$ cat src/hdl/xalu_pkg.sv
`timescale 1ns / 1ps
// ---------------------------------------------------------------------------
// xalu_pkg : shared types and codes for the x86 integer ALU
// Operation codes, operand sizes, beat payloads and sequencer states.
// ---------------------------------------------------------------------------
package xalu_pkg;

   localparam int unsigned DataW = 64;
   localparam int unsigned SrcW  = 32;
   localparam int unsigned CntW  = 7;

   localparam logic [4:0] OP_ADD  = 5'd0;
   localparam logic [4:0] OP_ADC  = 5'd1;
   localparam logic [4:0] OP_SUB  = 5'd2;
   localparam logic [4:0] OP_SBB  = 5'd3;
   localparam logic [4:0] OP_MUL  = 5'd4;
   localparam logic [4:0] OP_IMUL = 5'd5;
   localparam logic [4:0] OP_DIV  = 5'd6;
   localparam logic [4:0] OP_IDIV = 5'd7;
   localparam logic [4:0] OP_MOD  = 5'd8;
   localparam logic [4:0] OP_IMOD = 5'd9;
   localparam logic [4:0] OP_AND  = 5'd10;
   localparam logic [4:0] OP_XOR  = 5'd11;
   localparam logic [4:0] OP_OR   = 5'd12;
   localparam logic [4:0] OP_SHL  = 5'd13;
   localparam logic [4:0] OP_SHR  = 5'd14;
   localparam logic [4:0] OP_SAR  = 5'd15;
   localparam logic [4:0] OP_SAL  = 5'd16;

   localparam logic [1:0] SZ_8    = 2'd0;
   localparam logic [1:0] SZ_16   = 2'd1;
   localparam logic [1:0] SZ_32   = 2'd2;
   localparam logic [1:0] SZ_RSVD = 2'd3;

   typedef struct packed {
      logic [4:0]       mode;
      logic [SrcW-1:0]  src_operand;
      logic [DataW-1:0] dest_operand;
      logic [1:0]       size_code;
   } req_type;

   typedef struct packed {
      logic [DataW-1:0] result_value;
      logic             carry_flag;
      logic             parity_flag;
      logic             zero_flag;
      logic             sign_flag;
      logic             overflow_flag;
      logic             divide_error;
   } rsp_type;

   typedef enum logic [1:0] {
      ST_IDLE,
      ST_RUN,
      ST_DONE
   } state_type;

endpackage

$ cat src/hdl/x86_integer_alu_with_flags_top.sv
`timescale 1ns / 1ps
// ---------------------------------------------------------------------------
// x86_integer_alu_with_flags_top : bit-serial x86 ALU with stored flags
// The result beat comes from the one-bit-per-cycle shift/add/subtract
// datapath loop, for operand widths w = 8, 16, 32.
// One item at a time: a new request is accepted only after the result
// beat has left and the sequencer is idle again.
// Reset: synchronous, active high; clears flags and the sequencer.
// ---------------------------------------------------------------------------
// The loop runs 2w steps for every op, so add/logic/shift use the same
// counter: add/logic act in the low w steps, shifts in the first count steps.
module x86_integer_alu_with_flags_top
   import xalu_pkg::*;
(
   input  logic    clock,
   input  logic    reset,
   input  logic    req_valid,
   output logic    req_stall,
   input  req_type req_data,
   output logic    rsp_valid,
   input  logic    rsp_stall,
   output rsp_type rsp_data
);

   state_type state_ff, state_in;
   logic [CntW-1:0] cnt_ff, cnt_in;
   logic [4:0]  flags_ff, flags_in;
   req_type     req_ff;
   logic [6:0]  w;
   logic [5:0]  wt, wt2;                 // top bit index at w and at 2w
   logic [DataW-1:0] acc_ff, acc_in;     // product hi/lo, remainder, add/logic result
   logic [DataW-1:0] opa_ff, opa_in;     // serial operand a / shifted value / quotient
   logic [SrcW:0]    opb_ff, opb_in;     // operand b (magnitude for signed divide)
   logic        c_ff, c_in;              // serial carry
   logic        nn_ff, nn_in, nd_ff, nd_in;
   rsp_type     rsp_ff, rsp_in;

   logic accept, deliver;
   assign accept  = req_valid && !req_stall;
   assign deliver = rsp_valid && !rsp_stall;
   assign req_stall = (state_ff != ST_IDLE);
   assign rsp_valid = (state_ff == ST_DONE);
   assign rsp_data  = rsp_ff;

   always_comb begin
      case (req_ff.size_code)
         SZ_8:    w = 7'd8;
         SZ_16:   w = 7'd16;
         default: w = 7'd32;
      endcase
      wt  = 6'(w - 7'd1);
      wt2 = 6'((w << 1) - 7'd1);
   end

   function automatic logic [DataW-1:0] msk(input logic [6:0] n);
      msk = (n >= 7'd64) ? '1 : ((64'd1 << n) - 64'd1);
   endfunction

   function automatic logic [DataW-1:0] sx(input logic [DataW-1:0] x, input logic [6:0] n);
      logic [DataW-1:0] m;
      logic [5:0]       tb;
      m = msk(n);
      tb = 6'(n - 7'd1);
      sx = (x[tb]) ? (x | ~m) : (x & m);
   endfunction

   // next state
   always_comb begin
      state_in = state_ff;
      case (state_ff)
         ST_IDLE: if (accept) state_in = ST_RUN;
         ST_RUN:  if (cnt_ff == '0) state_in = ST_DONE;
         ST_DONE: if (deliver) state_in = ST_IDLE;
         default: state_in = ST_IDLE;
      endcase
   end

   // datapath: one bit per cycle
   logic [DataW-1:0] a_m, b_m, n_mag, dw;
   logic [SrcW:0]    diff;
   logic             ab, bb, sbit;
   logic [6:0]       sh;
   logic [CntW-1:0]  step;
   always_comb begin
      a_m  = req_ff.dest_operand & msk(w);
      b_m  = {32'd0, req_ff.src_operand} & msk(w);
      n_mag = '0;
      dw   = '0;
      diff = '0;
      ab = 1'b0; bb = 1'b0; sbit = 1'b0;
      sh = {2'd0, req_ff.src_operand[4:0]};
      step = (CntW'(w) << 1) - cnt_ff;   // bit index of current step
      acc_in = acc_ff; opa_in = opa_ff; opb_in = opb_ff; c_in = c_ff;
      nn_in = nn_ff; nd_in = nd_ff;
      cnt_in = cnt_ff;
      if (state_ff == ST_IDLE) begin
         cnt_in = '0;
      end
      if (state_ff == ST_RUN && cnt_ff == (CntW'(w) << 1) + CntW'(1)) begin
         // load step
         cnt_in = cnt_ff - CntW'(1);
         acc_in = '0;
         c_in = 1'b0;
         case (req_ff.mode)
            OP_ADC, OP_SBB: c_in = flags_ff[0];
            default: c_in = 1'b0;
         endcase
         case (req_ff.mode)
            OP_IMUL: begin
               opa_in = sx(a_m, w) & msk(w << 1);
               opb_in = 33'(sx(b_m, w) & msk(w));
               nn_in = 1'b0; nd_in = 1'b0;
            end
            OP_IDIV, OP_IMOD: begin
               dw = sx(req_ff.dest_operand & msk(w << 1), w << 1);
               nn_in = dw[63];
               nd_in = b_m[wt];
               n_mag = dw[63] ? (64'd0 - dw) : dw;
               opa_in = n_mag;
               opb_in = nd_in ? 33'((64'd0 - sx(b_m, w)) & 64'hFFFFFFFF)
                              : 33'(b_m);
               if (nd_in && b_m[wt] && (b_m & (msk(w) >> 1)) == '0)
                  opb_in = {1'b0, 32'(b_m)};
            end
            OP_DIV, OP_MOD: begin
               opa_in = req_ff.dest_operand & msk(w << 1);
               opb_in = 33'(b_m);
            end
            default: begin
               opa_in = a_m;
               opb_in = 33'(b_m);
            end
         endcase
      end else if (state_ff == ST_RUN && cnt_ff != '0) begin
         cnt_in = cnt_ff - CntW'(1);
         case (req_ff.mode)
            OP_MUL, OP_IMUL: begin
               // shift-add: a doubles, added per set b bit; IMUL subtracts at sign bit
               opa_in = (opa_ff << 1) & msk(w << 1);
               if (opb_ff[step[4:0]] && step < CntW'(w)) begin
                  if (req_ff.mode == OP_IMUL && step == CntW'(w) - CntW'(1))
                     acc_in = (acc_ff - opa_ff) & msk(w << 1);
                  else
                     acc_in = (acc_ff + opa_ff) & msk(w << 1);
               end
            end
            OP_DIV, OP_MOD, OP_IDIV, OP_IMOD: begin
               // restoring division: remainder in acc, quotient into opa
               diff = {acc_ff[31:0], opa_ff[wt2]} - opb_ff;
               if (!diff[32]) begin
                  acc_in = {32'd0, diff[31:0]};
                  opa_in = ((opa_ff << 1) | 64'd1) & msk(w << 1);
               end else begin
                  acc_in = {32'd0, acc_ff[30:0], opa_ff[wt2]};
                  opa_in = (opa_ff << 1) & msk(w << 1);
               end
            end
            OP_ADD, OP_ADC, OP_SUB, OP_SBB, OP_AND, OP_XOR, OP_OR: begin
               if (step < CntW'(w)) begin
                  ab = opa_ff[step[5:0]];
                  bb = opb_ff[step[4:0]];
                  case (req_ff.mode)
                     OP_ADD, OP_ADC: begin
                        sbit = ab ^ bb ^ c_ff;
                        c_in = (ab & bb) | (c_ff & (ab ^ bb));
                     end
                     OP_SUB, OP_SBB: begin
                        sbit = ab ^ bb ^ c_ff;
                        c_in = (~ab & bb) | (c_ff & ~(ab ^ bb));
                     end
                     OP_AND:  sbit = ab & bb;
                     OP_XOR:  sbit = ab ^ bb;
                     default: sbit = ab | bb;
                  endcase
                  acc_in[step[5:0]] = sbit;
               end
            end
            default: begin
               // shifts: one position per step while count remains
               if (step < CntW'(sh)) begin
                  case (req_ff.mode)
                     OP_SHR: begin
                        c_in = opa_ff[0];
                        opa_in = opa_ff >> 1;
                     end
                     OP_SAR: begin
                        c_in = opa_ff[0];
                        opa_in = ((opa_ff >> 1) | ({63'd0, opa_ff[wt]} << (w - 7'd1)))
                                 & msk(w);
                     end
                     default: begin
                        c_in = opa_ff[wt];
                        opa_in = (opa_ff << 1) & msk(w);
                     end
                  endcase
               end
            end
         endcase
      end
      if (accept) cnt_in = (CntW'(7'd16) << req_data.size_code) + CntW'(1);
      if (accept && req_data.size_code == SZ_RSVD) cnt_in = CntW'(65);
   end

   // result and flags, formed once the loop ends
   logic [DataW-1:0] r, q, rm;
   logic pf, zf, sf;
   logic [6:0] sh_w;
   always_comb begin
      flags_in = flags_ff;
      rsp_in = rsp_ff;
      r = '0;
      q = opa_ff & msk(w);
      rm = acc_ff & msk(w);
      sh_w = {2'd0, req_ff.src_operand[4:0]};
      case (req_ff.mode)
         OP_MUL, OP_IMUL, OP_ADD, OP_ADC, OP_SUB, OP_SBB,
         OP_AND, OP_XOR, OP_OR: r = acc_ff;
         OP_DIV:  r = q;
         OP_MOD:  r = rm;
         OP_IDIV: r = ((nn_ff != nd_ff) ? (64'd0 - q) : q) & msk(w);
         OP_IMOD: r = (nn_ff ? (64'd0 - rm) : rm) & msk(w);
         OP_SHL, OP_SHR, OP_SAR, OP_SAL: r = opa_ff;
         default: r = '0;
      endcase
      pf = ~^r[7:0];
      zf = ((r & msk(w)) == '0);
      sf = r[wt];
      if (state_ff == ST_RUN && cnt_ff == '0) begin
         rsp_in.divide_error = 1'b0;
         case (req_ff.mode)
            OP_ADD, OP_ADC: begin
               flags_in = {(~(a_m[wt] ^ b_m[wt])) & (a_m[wt] ^ r[wt]),
                           sf, zf, pf, c_ff};
            end
            OP_SUB, OP_SBB: begin
               flags_in = {(a_m[wt] ^ b_m[wt]) & (a_m[wt] ^ r[wt]),
                           sf, zf, pf, c_ff};
            end
            OP_MUL: begin
               flags_in[0] = (r >> w) != '0;
               flags_in[4] = flags_in[0];
            end
            OP_IMUL: begin
               flags_in[0] = sx(r, w) != sx(r, w << 1);
               flags_in[4] = flags_in[0];
            end
            OP_DIV, OP_MOD, OP_IDIV, OP_IMOD: begin
               if (b_m == '0) begin
                  r = '0;
                  rsp_in.divide_error = 1'b1;
               end
            end
            OP_AND, OP_XOR, OP_OR: flags_in = {1'b0, sf, zf, pf, 1'b0};
            OP_SHL, OP_SHR, OP_SAR, OP_SAL: begin
               if (sh_w != '0) begin
                  flags_in[0] = (req_ff.mode == OP_SAR || sh_w <= w) ? c_ff : 1'b0;
                  flags_in[3:1] = {sf, zf, pf};
                  if (sh_w == 7'd1) begin
                     case (req_ff.mode)
                        OP_SHR:  flags_in[4] = a_m[wt];
                        OP_SAR:  flags_in[4] = 1'b0;
                        default: flags_in[4] = c_ff ^ r[wt];
                     endcase
                  end
               end
            end
            default: ;
         endcase
         rsp_in.result_value  = r;
         rsp_in.carry_flag    = flags_in[0];
         rsp_in.parity_flag   = flags_in[1];
         rsp_in.zero_flag     = flags_in[2];
         rsp_in.sign_flag     = flags_in[3];
         rsp_in.overflow_flag = flags_in[4];
      end
   end

   always_ff @(posedge clock) begin
      if (reset) begin
         state_ff <= ST_IDLE;
         flags_ff <= '0;
         cnt_ff   <= '0;
      end else begin
         state_ff <= state_in;
         flags_ff <= flags_in;
         cnt_ff   <= cnt_in;
      end
   end

   always_ff @(posedge clock) begin
      if (accept) req_ff <= req_data;
      acc_ff <= acc_in;
      opa_ff <= opa_in;
      opb_ff <= opb_in;
      c_ff   <= c_in;
      nn_ff  <= nn_in;
      nd_ff  <= nd_in;
      rsp_ff <= rsp_in;
   end

`ifndef NO_ASSERTIONS
   a_no_accept_busy: assert property (@(posedge clock) disable iff (reset)
      (state_ff != ST_IDLE) |-> !accept) else $error("accept while busy");
   a_rsp_after_run: assert property (@(posedge clock) disable iff (reset)
      $rose(rsp_valid) |-> $past(state_ff == ST_RUN)) else $error("result out of order");
   a_flags_hold_idle: assert property (@(posedge clock) disable iff (reset)
      (state_ff == ST_IDLE && $past(state_ff == ST_IDLE)) |-> $stable(flags_ff))
      else $error("flags moved while idle");
`endif

endmodule
$ cat config.mk
export PLATFORM = sky130hd
export DESIGN_NAME = x86_integer_alu_with_flags_top
export DESIGN_NICKNAME = d
export VERILOG_FILES = /design/src/hdl/xalu_pkg.sv /design/src/hdl/x86_integer_alu_with_flags_top.sv
export SDC_FILE = /design/constraint.sdc
export NUM_CORES = 2
export LEC_CHECK = 0
export BUFFER_PORTS_ARGS = -buffer_cell sky130_fd_sc_hd__buf_2
export CORE_UTILIZATION = 25
export DETAILED_ROUTE_END_ITERATION = 10
export SYNTH_ARGS = -nofsm -noshare
export SYNTH_HDL_FRONTEND = slang
export SYNTH_SLANG_ARGS = --single-unit
$ cat constraint.sdc
create_clock -name clock -period 11.4 [get_ports clock]
set_clock_uncertainty 0.05 [all_clocks]
set_input_delay 1.14 -clock clock [delete_from_list [all_inputs] [get_ports clock]]
set_output_delay 1.14 -clock clock [all_outputs]
set_load 0.02 [all_outputs]
==> impl_metrics.tcl <==
set metrics [dict create \
    outcome "complete, no violations" \
    ioPinCount 179 \
    grt_max_degree 78 \
    required_ns 11.89 \
    p_leak_nw 14.1 \
    drt_wl_total_um 180000 \
    cts.path.max_buffers 3 \
    fin_crit_sh_pct 73.9 \
    antenna_left 0 \
    layout.nets 4665 \
    hpwl_um 137000 \
    slew_viol_final 0 \
    r2r-end "acc_ff[62]$_SDFFE_PP0P_" \
    ff2ff_setup_slack_ns 2.98 \
    layout_common_cells "a21oi_1, nor2_1, o21ai_0" \
    rows 135 \
    crit_start "req_ff[0]$_DFFE_PP_" \
    syn_nets 4601 \
    num_vias 37772 \
    io_buffers 178 \
    grt.total_usage_pct 25.2 \
    startpoint_type "register" \
    tns_ns 0 \
    overflow 0 \
    initial_utilization_pct 25.2 \
    clk-insertion-delay-late_ns 0.61 \
    dieHeight_um 372 \
    syn-cell-area_mm2 0.0342 \
    power_frac_comb_pct 58.5 \
    firstDrtPassIters 6 \
    drive_above_1_share_pct 12.6 \
    crit_type "register to register" \
    core-area_mm2 0.135 \
    grt_pass1_vias 35143 \
    drtIter0Drc 4766 \
    cts_tree "done" \
    maxSlewHeadroom_pct 6.20 \
    yosysWarnings 0 \
    swShare_pct 50.3 \
    seqPwrFrac_pct 24.1 \
    vdd_ir_drop_max_v 0.000183 \
    internal_power_w 0.00427 \
    worst-path-stages 25 \
    setup_violations 0 \
    cp.arrival_ns 8.91 \
    synthFlopType "edfxtp_1" \
    antenna_found_initial 4 \
    worstPathBufferInverterCount 4 \
    dieArea_mm2 0.138 \
    grt_pass1_wl_um 256000 \
    endpoint_kind "register" \
    critPathSlowestCell "inv_1" \
    clk_pin_slew_ns 0.07 \
    fin_hold_ws_ns 0.419 \
    max_cap_viol_count 0 \
    place_congestion 1.07 \
    holdPathStages 2 \
    r2r_start "req_ff[0]$_DFFE_PP_" \
    synth_area_per_cell_um2 7.82 \
    cts.repair.resized 0 \
    avgRoutedWirePerCell_um 28.8 \
    utilization_pct 28.8 \
    ys_ff_latch 351 \
    hold_violations 0 \
    remaining_drc_errors 0 \
    layout_commonest_cell "a21oi_1" \
    htreeDepth 2 \
    viasPerCell 6.04 \
    tightest_slew_ns 1.40 \
    crit_end "acc_ff[62]$_SDFFE_PP0P_" \
    synthCells 4369 \
    slowest_delay_ns 0.72 \
    clockPowerShare_pct 17.4 \
    clkSinkCount 351 \
    switchingPower_w 0.00431 \
    timing.fmax_mhz 119 \
    postCtsSetupRepairBufs 0 \
    ctsHoldBuffers 0 \
    ys_seq_area_share_pct 28.6 \
    fp.dieW_um 372 \
    holdCritPathClass "register to register" \
    rsz0062_at_grt "false" \
    synth_cell_types 115 \
    period_needed_ns 8.42 \
    cpLargestDelayFamily "compound AO/OA/AOI/OAI gates" \
    async_reset_ff_share_pct 0 \
    syn2layout_area_growth_pct 14.0 \
    ff2ff_path_depth 25 \
    cts_made_buffers 43 \
    root_buffer "clkbuf_16" \
    synth_edf_count 273 \
    p_per_area_mw_per_mm2 220 \
    path_max_fanout 28 \
]
-- cells by family (layout without fill, tap and decap cells) --
family | after synthesis | count (layout) | share of synthesized area (%)
DFF | 351 | 351 | 28.6
muxes | 74 | 74 | 2.28
xor gates and xnor gates | 216 | 216 | 5.54
other | 1 | 4 | 0.0110
buffers and inverters | 466 | 562 | 5.42
adders and majority gates | 126 | 126 | 4.69
AOI/OAI and AO/OA | 1700 | 1700 | 32.8
and+or+nand+nor | 1435 | 1435 | 20.7
-- power groups by stage --
stage | Combinational (W) | Clock, W | Sequential (W)
2_1_floorplan | 0.00326 | 0 | 0.00191
3_3_place_gp | 0.00484 | 0 | 0.00207
3_5_place_dp | 0.00484 | 0 | 0.00207
4_1_cts | 0.00487 | 0.00152 | 0.00204
5_1_grt | 0.00534 | 0.00155 | 0.00208
6_report | 0.00502 | 0.00149 | 0.00207
-- worst min-delay path: cells and delay by family (launching register included) --
family	cells	cell delay, ns
AOI/OAI and AO/OA	1	0.06
and+or+nand+nor	1	0.05
DFF	1	0.31
-- cell type report --
type                    count  area (um^2)
clock buffers              55         1170
clock inverters            22          302
repair buffers            370         2330
fillers                 14539        96500
inverters                 115          435
multi-input cells        3552        22700
well taps                1781         2230
diodes                      3         7.51
flip-flops and latches    351         9760
-- synth_stat cells (39+ instances only) --
cell	n	area share [%]
a21oi_1	421	6.2
nor2_1	412	4.5
o21ai_0	400	5.9
nand2_1	352	3.9
edfxtp_1	273	24
clkbuf_1	256	2.8
nor3_1	145	2.1
ha_1	121	4.4
xnor2_1	117	3.0
nand3_1	116	1.7
inv_1	107	1.2
xor2_1	99	2.5
a21o_1	86	1.9
a31oi_1	80	1.5
dfxtp_1	78	4.6
o22ai_1	74	1.4
a221oi_1	68	1.7
o31ai_1	61	1.3
buf_2	55	0.81
a22o_1	54	1.4
nor4_1	54	0.99
mux2i_1	52	1.5
a211oi_1	43	0.94
nand4_1	40	0.73
o21a_1	39	0.86
or3_1	39	0.71
-- worst min path at each step --
stage,slack (ns),from,to
CTS,0.42,flags_ff[3]$_SDFFE_PP0P_,flags_ff[3]$_SDFFE_PP0P_
floorplan,0.39,flags_ff[3]$_SDFFE_PP0P_,flags_ff[3]$_SDFFE_PP0P_
global placement,0.40,flags_ff[3]$_SDFFE_PP0P_,flags_ff[3]$_SDFFE_PP0P_
finish,0.42,flags_ff[3]$_SDFFE_PP0P_,flags_ff[3]$_SDFFE_PP0P_
detailed placement,0.41,flags_ff[3]$_SDFFE_PP0P_,flags_ff[3]$_SDFFE_PP0P_
global route,0.45,flags_ff[3]$_SDFFE_PP0P_,flags_ff[3]$_SDFFE_PP0P_
-- state kept, by name, summed over array words and instances, names as in the netlist --
| register | count |
|---|---|
| req_ff | 103 |
| rsp_data | 70 |
| acc_ff | 64 |
| opa_ff | 64 |
| opb_ff | 33 |
| cnt_ff | 7 |
| flags_ff | 5 |
| state_ff | 2 |
| c_ff | 1 |
| nd_ff | 1 |
| nn_ff | 1 |
-- routing by layer --
layer	up-vias	share of wire [%]	global-route usage (%)
met2	2236	44	39.1
met4	2	7.9	17.0
met5	-	0.0072	0
li1	16850	-	-
met1	18195	40	31.8
met3	489	8.7	4.46
-- per-stage QoR --
step | setup WS [ns] | instances | cell area (um^2) | total power [W]
after floorplan | 2.85 | 4369 | 34200 | 0.00517
after global placement | 3.27 | 6169 | 37500 | 0.00690
after detailed placement | 3.20 | 6169 | 37500 | 0.00691
after CTS | 3.15 | 6246 | 38900 | 0.00843
after global routing | 2.53 | 6246 | 38900 | 0.00898
final | 2.98 | 6249 | 39000 | 0.00858
Note: power is estimated with default switching activity, not from simulation.
